==> config.mk <==
export PLATFORM = sky130hd
export DESIGN_NAME = delimiter_string_splitter_core
export DESIGN_NICKNAME = d
export VERILOG_FILES = /design/src/hw/rtl/dss_pkg.sv /design/src/hw/rtl/dss_ctrl.sv /design/src/hw/rtl/dss_dpath.sv /design/src/hw/rtl/delimiter_string_splitter_core.sv
export SDC_FILE = /design/constraint.sdc
export NUM_CORES = 1
export LEC_CHECK = 0
export ABC_AREA = 0
export BUFFER_PORTS_ARGS = -buffer_cell sky130_fd_sc_hd__buf_4
export CORE_MARGIN = 2
export CORE_UTILIZATION = 60
export CTS_BUF_LIST = sky130_fd_sc_hd__clkbuf_4
export CTS_CLUSTER_DIAMETER = 150
export DETAILED_ROUTE_END_ITERATION = 8
export GPL_TIMING_DRIVEN = 1
export PLACE_DENSITY = 0.84
export SLEW_MARGIN = 10
export SYNTH_ARGS = -nofsm -noshare
export SYNTH_HDL_FRONTEND = slang
export SYNTH_SLANG_ARGS = --single-unit
==> constraint.sdc <==
create_clock -name clk -period 8.5 [get_ports clk]
set_clock_uncertainty 0.1 [all_clocks]
set_input_delay 1.275 -clock clk [delete_from_list [all_inputs] [get_ports clk]]
set_output_delay 1.275 -clock clk [all_outputs]
set_load 0.1 [all_outputs]
==> src/hw/rtl/dss_pkg.sv <==
// shared types and constants for the delimiter string splitter
// used by dss_ctrl, dss_dpath and delimiter_string_splitter_core
package dss_pkg;

  localparam int DSS_MAX_DELIM = 8;
  localparam int DSS_CNT_W     = $clog2(DSS_MAX_DELIM + 1);
  localparam int DSS_IDX_W     = $clog2(DSS_MAX_DELIM);
  localparam int DSS_LEN_W     = 4;
  localparam int DSS_DELIM_W   = 64;
  localparam int DSS_MODE_W    = 2;
  localparam int DSS_CFG_IDX_W = 1;

  localparam logic [DSS_CFG_IDX_W-1:0] CFG_DELIM_LEN   = 1'b0;
  localparam logic [DSS_CFG_IDX_W-1:0] CFG_DELIM_BYTES = 1'b1;

  localparam logic [DSS_MODE_W-1:0] MODE_DATA     = 2'd0;
  localparam logic [DSS_MODE_W-1:0] MODE_DATA_END = 2'd1;
  localparam logic [DSS_MODE_W-1:0] MODE_END      = 2'd2;

  localparam logic KIND_CONTENT = 1'b0;
  localparam logic KIND_END     = 1'b1;

  typedef enum logic [1:0] {
    ST_IDLE,
    ST_SCAN,
    ST_FLUSH
  } state_t;

  typedef enum logic [2:0] {
    OP_NONE,
    OP_LOAD,
    OP_CLEAR,
    OP_RELEASE,
    OP_END
  } op_t;

  typedef struct packed {
    op_t  op;
    logic last;
  } cmd_t;

  typedef struct packed {
    logic len_zero;
    logic can_release;
    logic full_match;
    logic rel_more;
    logic cnt_nz;
    logic mode_end;
    logic out_free;
  } status_t;

endpackage

==> src/hw/rtl/dss_ctrl.sv <==
// controller state machine for the delimiter string splitter
// depends on dss_pkg; drives commands into dss_dpath
module dss_ctrl (
  input  logic                           clk,
  input  logic                           rst_n,
  input  logic                           in_valid,
  input  logic [dss_pkg::DSS_MODE_W-1:0] in_mode,
  input  dss_pkg::status_t               status,
  output logic                           in_ready,
  output dss_pkg::cmd_t                  cmd
);

  dss_pkg::state_t state_r;
  dss_pkg::state_t state_nxt;
  logic            has_byte;
  logic            mode_is_end;

  assign mode_is_end = (in_mode == dss_pkg::MODE_END) || (in_mode[1] == 1'b1);
  assign has_byte    = !mode_is_end;

  always_ff @(posedge clk) begin
    if (!rst_n) begin
      state_r <= dss_pkg::ST_IDLE;
    end else begin
      state_r <= state_nxt;
    end
  end

  // next state
  always_comb begin
    state_nxt = state_r;
    case (state_r)
      dss_pkg::ST_IDLE: begin
        if (in_valid && !status.len_zero) begin
          state_nxt = has_byte ? dss_pkg::ST_SCAN : dss_pkg::ST_FLUSH;
        end
      end
      dss_pkg::ST_SCAN: begin
        if (!status.can_release) begin
          if (!status.full_match || status.out_free) begin
            state_nxt = status.mode_end ? dss_pkg::ST_FLUSH : dss_pkg::ST_IDLE;
          end
        end
      end
      dss_pkg::ST_FLUSH: begin
        if (status.out_free && !status.cnt_nz) begin
          state_nxt = dss_pkg::ST_IDLE;
        end
      end
      default: state_nxt = dss_pkg::ST_IDLE;
    endcase
  end

  // outputs
  always_comb begin
    in_ready = 1'b0;
    cmd.op   = dss_pkg::OP_NONE;
    cmd.last = 1'b0;
    case (state_r)
      dss_pkg::ST_IDLE: begin
        in_ready = 1'b1;
        if (in_valid) begin
          cmd.op = status.len_zero ? dss_pkg::OP_CLEAR : dss_pkg::OP_LOAD;
        end
      end
      dss_pkg::ST_SCAN: begin
        if (status.out_free) begin
          if (status.can_release) begin
            cmd.op   = dss_pkg::OP_RELEASE;
            cmd.last = !status.rel_more;
          end else if (status.full_match) begin
            cmd.op   = dss_pkg::OP_END;
            cmd.last = !status.mode_end;
          end
        end
      end
      dss_pkg::ST_FLUSH: begin
        if (status.out_free) begin
          if (status.cnt_nz) begin
            cmd.op = dss_pkg::OP_RELEASE;
          end else begin
            cmd.op   = dss_pkg::OP_END;
            cmd.last = 1'b1;
          end
        end
      end
      default: begin
        in_ready = 1'b0;
      end
    endcase
  end

endmodule

==> src/hw/rtl/dss_dpath.sv <==
// datapath for the delimiter string splitter: config, held bytes, match, output register
// depends on dss_pkg; commanded by dss_ctrl
module dss_dpath (
  input  logic                            clk,
  input  logic                            rst_n,
  input  logic                            cfg_we,
  input  logic [dss_pkg::DSS_CFG_IDX_W-1:0] cfg_index,
  input  logic [dss_pkg::DSS_DELIM_W-1:0] cfg_wdata,
  input  logic [dss_pkg::DSS_MODE_W-1:0]  in_mode,
  input  logic [7:0]                      in_data_byte,
  input  logic                            out_stall,
  input  dss_pkg::cmd_t                   cmd,
  output dss_pkg::status_t                status,
  output logic                            out_valid,
  output logic                            out_kind,
  output logic [7:0]                      out_out_byte,
  output logic                            out_last
);

  localparam int N = dss_pkg::DSS_MAX_DELIM;

  logic [dss_pkg::DSS_LEN_W-1:0]   delim_len_r;
  logic [dss_pkg::DSS_DELIM_W-1:0] delim_bytes_r;
  logic [7:0]                      held_r [N];
  logic [dss_pkg::DSS_CNT_W-1:0]   cnt_r;
  logic                            mode_end_r;
  logic                            out_valid_r;
  logic                            out_kind_r;
  logic [7:0]                      out_byte_r;
  logic                            out_last_r;

  logic [dss_pkg::DSS_CNT_W-1:0]   len;
  logic [dss_pkg::DSS_CNT_W-1:0]   cnt_m1;
  logic [N-1:0]                    ok_now;
  logic [N-1:0]                    ok_sh;
  logic                            pfx_now;
  logic                            pfx_sh;
  logic                            in_end;
  logic                            emit;

  // effective length saturates at the delimiter capacity
  always_comb begin
    if (delim_len_r > dss_pkg::DSS_LEN_W'(N)) begin
      len = dss_pkg::DSS_CNT_W'(N);
    end else begin
      len = dss_pkg::DSS_CNT_W'(delim_len_r);
    end
  end

  assign cnt_m1 = cnt_r - 1'b1;

  always_comb begin
    for (int i = 0; i < N; i++) begin
      ok_now[i] = (dss_pkg::DSS_CNT_W'(i) >= cnt_r) ||
                  (held_r[i] == delim_bytes_r[i*8 +: 8]);
    end
    for (int i = 0; i < N - 1; i++) begin
      ok_sh[i] = (dss_pkg::DSS_CNT_W'(i + 1) >= cnt_r) ||
                 (held_r[i+1] == delim_bytes_r[i*8 +: 8]);
    end
    ok_sh[N-1] = 1'b1;
  end

  assign pfx_now = (cnt_r <= len) && (&ok_now);
  assign pfx_sh  = (cnt_m1 <= len) && (&ok_sh);
  assign in_end  = (in_mode == dss_pkg::MODE_END) || (in_mode[1] == 1'b1);

  always_comb begin
    status.len_zero    = (len == '0);
    status.cnt_nz      = (cnt_r != '0);
    status.can_release = (cnt_r != '0) && !pfx_now;
    status.full_match  = (cnt_r == len);
    status.rel_more    = mode_end_r || ((cnt_m1 != '0) && !pfx_sh) ||
                         (pfx_sh && (cnt_m1 == len));
    status.mode_end    = mode_end_r;
    status.out_free    = !out_valid_r || !out_stall;
  end

  assign emit = (cmd.op == dss_pkg::OP_RELEASE) || (cmd.op == dss_pkg::OP_END);

  always_ff @(posedge clk) begin
    if (!rst_n) begin
      delim_len_r   <= dss_pkg::DSS_LEN_W'(1);
      delim_bytes_r <= '0;
    end else if (cfg_we) begin
      case (cfg_index)
        dss_pkg::CFG_DELIM_LEN:   delim_len_r   <= cfg_wdata[dss_pkg::DSS_LEN_W-1:0];
        dss_pkg::CFG_DELIM_BYTES: delim_bytes_r <= cfg_wdata;
        default: delim_len_r <= delim_len_r;
      endcase
    end
  end

  always_ff @(posedge clk) begin
    if (!rst_n) begin
      cnt_r      <= '0;
      mode_end_r <= 1'b0;
    end else begin
      case (cmd.op)
        dss_pkg::OP_LOAD: begin
          mode_end_r <= (in_mode != dss_pkg::MODE_DATA);
          if (!in_end && (cnt_r < dss_pkg::DSS_CNT_W'(N))) begin
            cnt_r <= cnt_r + 1'b1;
          end
        end
        dss_pkg::OP_CLEAR:   cnt_r <= '0;
        dss_pkg::OP_RELEASE: cnt_r <= cnt_m1;
        dss_pkg::OP_END:     cnt_r <= '0;
        default:             cnt_r <= cnt_r;
      endcase
    end
  end

  // held bytes: append at the fill point, shift down on release
  always_ff @(posedge clk) begin
    for (int i = 0; i < N; i++) begin
      if ((cmd.op == dss_pkg::OP_LOAD) && !in_end &&
          (cnt_r < dss_pkg::DSS_CNT_W'(N)) &&
          (cnt_r[dss_pkg::DSS_IDX_W-1:0] == dss_pkg::DSS_IDX_W'(i))) begin
        held_r[i] <= in_data_byte;
      end else if ((cmd.op == dss_pkg::OP_RELEASE) && (i < N - 1)) begin
        held_r[i] <= held_r[(i < N - 1) ? i + 1 : i];
      end
    end
  end

  always_ff @(posedge clk) begin
    if (!rst_n) begin
      out_valid_r <= 1'b0;
    end else if (emit) begin
      out_valid_r <= 1'b1;
    end else if (!out_stall) begin
      out_valid_r <= 1'b0;
    end
  end

  always_ff @(posedge clk) begin
    if (emit) begin
      out_last_r <= cmd.last;
      if (cmd.op == dss_pkg::OP_RELEASE) begin
        out_kind_r <= dss_pkg::KIND_CONTENT;
        out_byte_r <= held_r[0];
      end else begin
        out_kind_r <= dss_pkg::KIND_END;
        out_byte_r <= '0;
      end
    end
  end

  assign out_valid    = out_valid_r;
  assign out_kind     = out_kind_r;
  assign out_out_byte = out_byte_r;
  assign out_last     = out_last_r;

endmodule

==> src/hw/rtl/delimiter_string_splitter_core.sv <==
// the first result of an item comes from ST_SCAN or ST_FLUSH, after the accept in ST_IDLE
// a new item is accepted only in ST_IDLE, not while the last one is scanned or flushed; a
//   byte that ends without a full match passes a decision step in ST_SCAN with no result
// results leave one per cycle through the output register while out_stall is low, the rate set by the release loop
// reset: synchronous active-low rst_n clears held count, state and output valid;
//   delimiter length resets to 1, delimiter bytes to zero
module delimiter_string_splitter_core (
  input  logic                              clk,
  input  logic                              rst_n,
  input  logic                              cfg_we,
  input  logic [dss_pkg::DSS_CFG_IDX_W-1:0] cfg_index,
  input  logic [dss_pkg::DSS_DELIM_W-1:0]   cfg_wdata,
  input  logic                              in_valid,
  output logic                              in_stall,
  input  logic [dss_pkg::DSS_MODE_W-1:0]    in_mode,
  input  logic [7:0]                        in_data_byte,
  output logic                              out_valid,
  input  logic                              out_stall,
  output logic                              out_kind,
  output logic [7:0]                        out_out_byte,
  output logic                              out_last
);

  dss_pkg::cmd_t    cmd;
  dss_pkg::status_t status;
  logic             in_ready;
  logic             ctrl_valid;

  assign in_stall   = !in_ready;
  assign ctrl_valid = in_valid;

  dss_ctrl u_ctrl (
    .clk      (clk),
    .rst_n    (rst_n),
    .in_valid (ctrl_valid),
    .in_mode  (in_mode),
    .status   (status),
    .in_ready (in_ready),
    .cmd      (cmd)
  );

  dss_dpath u_dpath (
    .clk          (clk),
    .rst_n        (rst_n),
    .cfg_we       (cfg_we),
    .cfg_index    (cfg_index),
    .cfg_wdata    (cfg_wdata),
    .in_mode      (in_mode),
    .in_data_byte (in_data_byte),
    .out_stall    (out_stall),
    .cmd          (cmd),
    .status       (status),
    .out_valid    (out_valid),
    .out_kind     (out_kind),
    .out_out_byte (out_out_byte),
    .out_last     (out_last)
  );

endmodule
### Yosys cells after proc, flatten, opt, wreduce, memory -nomap -nowiden

Memory sizes are Yosys's and may differ from the RTL's.
Cells that the tools add are included.

* equality and inequality tests: 37
* reductions and logical operators: 65
* bitwise gates (word level): 8
* add/subtract/negate cells: 2
* magnitude comparators: 12
* multiplexer cells: 65

Operator list (number)
* $eq 8x8->1: 15
* $mux 8: 8
* $mux 1: 37
* $mux 4: 6
* $logic_or 1x1->1: 21
* $logic_and 1x1->1: 18
* $ge 3x4->1 const A: 4
* $eq 3x3->1 const B: 5
* $mux 2: 7
* $eq 3x2->1 const B: 4
* $pmux 4 s3: 1
* $logic_not 1->1: 11
* $ne 2x1->1 const B: 5
* $mux 3: 3
* $pmux 3 s3: 1
* $eq 4x4->1: 2
* $ge 1x4->1 const A: 2
* $ge 2x4->1 const A: 2
* $le 4x4->1: 2
* $reduce_and 8->1: 1
* $reduce_bool 4->1: 2
* $reduce_or 8->1: 1
* $or 1x1->1: 7
* $reduce_and 7->1: 1
* 19 further kinds: 23

* memories: 1
* input port bits: 80
* register bits: 86
* bits in writable memories: 64
* output and inout port bits: 12
* word-level logic and storage cells: 199

Memory list
* u_dpath.held_r: depth 8, width 8, rd ports 8, clocked after Yosys merged registers in 0, write ports 7, line dss_dpath.sv:24 `logic [7:0] held_r [N];`

### Logic depth before layout (Yosys ltp)

An unclocked memory read counts as a cell.

* depth in word-level cells: 21
* depth in mapped cells: 13
* mapped depth without buffers: 12

### Modules after synthesis

Synthesis repeated with hierarchy kept, for this count alone.

* cells, all modules: 776
* area, all modules: 7614.8 sq um

Modules (own cells, without submodules)
* dss_dpath: instances 1, cells each 744, area each 7359.6 sq um
* dss_ctrl: instances 1, cells each 31, area each 251.5 sq um
* delimiter_string_splitter_core: instances 1, cells each 1, area each 3.8 sq um

### Least setup slack after synthesis

Ideal clock, no wire load.

* kind: input-to-reg
* start point: input port out_stall
* end point: memory u_dpath.held_r[1][2], in the netlist u_dpath.held_r[0][10], enable pin
* path buffers: 0
* arrival time: 3323 ps
* data required time: 8013 ps
* cell stages on the path: 6
* setup time: 387 ps
* setup slack: 4691 ps
* cell sequence: nand2_1 > nand3_1 > nand2_1 > a2111oi_0 > o2111ai_1 > o31ai_1

RTL lines
* start, declared: line delimiter_string_splitter_core.sv:18 `input logic out_stall,`
* end, declared: line dss_dpath.sv:24

==> summary.txt <==
Pwr
  – Power density over the cells: 305 nW/um^2
  – Max VDD drop: around 0.14 mV
  – Leakage power total: 0.00389 uW
  – Tot Pwr: approximately 2700 uW

Worst setup path
  – Crit path DAT: 4190 ps
  – Worst R2R Path Depth: 7
  – Type of the worst setup path: reg -> reg
  – CP Launch Type: flop
  – Crit path launch: u_dpath.cnt_r[3]
  – CP max FO: 13
  – CP required: 8580 ps
  – R2r startpoint: u_dpath.cnt_r[3]
  – End point of the critical path: u_dpath.held_r[0][14]
  – R2r setup slk: 4400 ps
  – Worst setup EP type: flop
  – Reg-to-Reg End: u_dpath.held_r[0][14]

Floorplan
  – Die ar.: approximately 14,000 sq um
  – Ports: 92
  – Core Footprint: ~13,000 sq um
  – Die X: 118 microns
  – Starting Density: around three fifths
  – Die height: 118 microns
  – Row count: between 40 and 50

Synth
  – Mapped Area: between 7000 and 8000 sq um
  – Cells after Synth: about 790
  – Post-synthesis sequential area ratio: 47.8%
  – Most common cell in the netlist: nand2_1
  – YS warnings: 0
  – Syn nets: between 800 and 900
  – Largest family of logic cells by synthesized area: compound AO/OA/AOI/OAI gates
  – Unique masters post-synth: 54
  – Primary FF master, synth: dfxtp_1
  – FF+latch count, synth: 150
  – Synth async-reset ratio: 0%
  – Largest area contributor in the netlist: edfxtp_1
  – Yosys top cell area share: 28.4%
  – Post-synth top cells: 151 x nand2_1, 112 x xor2_1, 76 x dfxtp_1
  – Synth Area in Simple Gates: between 10 and 15%
  – Post-synthesis compound-gate area fraction: between 10% and 20%
  – Synth area leaders: edfxtp_1 28%, dfxtp_1 19%, xor2_1 13%
  – EDFF count, synth: between 70 and 80
  – Mean Syn Cell Area: 9.98 sq um
  – Adder-cell area share of the yosys netlist: 3.04%
  – Post-synthesis xor/xnor area fraction: 13.6%
  – Mux contribution to synthesized area: 0.895%

Drt
  – Routed len/inst: 18.0 microns
  – TritonRoute pass-1 iters: 5
  – Initial drt markers: approximately 480
  – DRT antenna net count: 0
  – Residual DRC count: 0
  – Total number of vias: 6,115
  – WL final: about 19,000 microns
  – DR vias/cell: 5.88

Cells and area
  – ANT cells: 0
  – Nets: 954
  – Syn-to-layout area delta: 14.3%
  – Finished layout cell area: 8950 sq um
  – Share of cells above drive strength 1: 14.4%

Clock network
  – Max H-tree Level: 4
  – Cts repair resizes: 0
  – Num Clock Sinks: 150
  – Postcts setup bufs: 0
  – Clk buf depth: 2
  – Clk Latency, worst-skew pair: 570 ps
  – Root buffer cell: clkbuf_4
  – Hold-fix buffers, CTS: 0
  – CTS buffer count: 17
  – CTS tree: done
  – Clock Pin Slew Worst Setup and Hold Paths: 110 ps

Placement
  – Hpwl dp: 13,700 microns
  – Placed inst area: 8600 sq um
  – GP Congestion: around 0.92
  – IO Port Bufs: slightly above 90

Global routing
  – First-pass GRT wire length: 30,000 microns
  – GRT Util Overall: between 20% and 30%
  – Gr ovfl total: 0
  – Initial antenna violation count: 0
  – Vias in the first global route: 6,076
  – Largest net degree at the start of global routing: 80

Timing
  – Slew Viols, Final: 0
  – Relative slew slack: between 20% and 30%
  – Final period util: 48.3%
  – Fin crit period: between 4000 and 5000 ps
  – RSZ-0062 raised after global routing: no
  – Setup Viol. Count Final: 0
  – Final hold violations: 0
  – Max frequency: about 240 MHz
  – Worst-margin pin slew: 1160 ps
  – Setup TNS: 0 ps

Run
  – Max_cap viols: 0

Status
  – Status: finished, final reports clean

Min path
  – Hold crit path type: reg -> reg
  – Hold Path Origin: u_dpath.delim_bytes_r[59]
registers in the layout (all words and copies together) (netlist names):
signal / count
u_dpath.delim_len_r: 4
u_dpath.out_kind: 1
u_dpath.mode_end_r: 1
u_dpath.out_last: 1
u_dpath.delim_bytes_r: 64
u_ctrl.state_r: 2
u_dpath.out_out_byte: 8
u_dpath.cnt_r: 4
u_dpath.out_valid: 1
u_dpath.held_r: 64
cell type report:
class / count / area, sq um
tap: 172 / 215
sequential: 150 / 3740
clock inverter: 12 / 206
fill: 934 / 3720
timing repair buffer: 92 / 691
multi-input combinational: 578 / 3890
inverter: 16 / 60.1
clock buffer: 20 / 150
stage by stage:
stage / worst slack (ps) / hold WS (ps) / util, % / std cells
finish: 4400 / 393 / 70.7 / 1040
global route: 4190 / 419 / 70.7 / 1040
CTS: 4480 / 397 / 70.7 / 1040
detailed placement: 4110 / 380 / 67.8 / 1008
global placement: 4290 / 370 / 67.8 / 1008
floorplan: 4690 / 355 / - / 785
logic make-up (layout without fill, tap and decap cells):
family          Yosys count  after routing
mux                       7              7
xor+xnor                122            122
compound gates          181            181
buf+inv                  57            140
simple gates            249            249
flops                   150            150
fa+ha+maj                19             19
per-layer routing:
layer / part of all wire [%] / track usage, % / up-vias / wire length [microns]
li1: - / - / 2881 / -
met1: 40 / 32.5 / 2937 / 7480
met2: 50 / 47.5 / 255 / 9380
met3: 6.2 / 5.45 / 42 / 1170
met4: 3.5 / 12.7 / 0 / 658
met5: 0 / 0 / - / 0
cell usage in the layout, fill, tap and decap left out, types with 3 or more instances in the layout:
cell,synthesis,final
mux2i_1,7,7
dfxtp_1,76,76
edfxtp_1,74,74
bufinv_16,0,6
a21o_1,56,56
xor2_1,112,112
a21boi_0,64,64
clkbuf_4,0,20
ha_1,19,19
nor4_1,29,29
and2_1,10,9
nor2b_1,18,18
nand3_1,9,9
nand2_1,151,150
o21ai_0,13,13
o211a_1,4,4
buf_4,1,92
o31ai_1,3,3
nand4_1,8,8
clkinv_1,1,6
a21oi_1,18,18
inv_1,15,15
xnor2_1,10,10
nor2_1,11,11
critical path: stages (launching register included):
cell	delay, ps
dfxtp_1	650
ha_1	330
and4_1	250
nand3_1	170
nand2_1	110
a2111oi_0	770
o2111ai_1	380
o31ai_1	970
report_power, final:
group / internal [uW] / switching, uW
Combinational: 360 / 692
Sequential: 974 / 167
Clock: 298 / 239
Total: 1630 / 1100
worst min path at each step:
stage                                            to  slack, ps  cells after the start
after floorplan           u_dpath.delim_bytes_r[56]        360                      2
after global placement    u_dpath.delim_bytes_r[56]        370                      2
after detailed placement  u_dpath.delim_bytes_r[59]        380                      2
after CTS                 u_dpath.delim_bytes_r[60]        400                      2
after global routing      u_dpath.delim_bytes_r[59]        420                      2
final                     u_dpath.delim_bytes_r[59]        390                      2
Power figures use the tool's default switching activity.
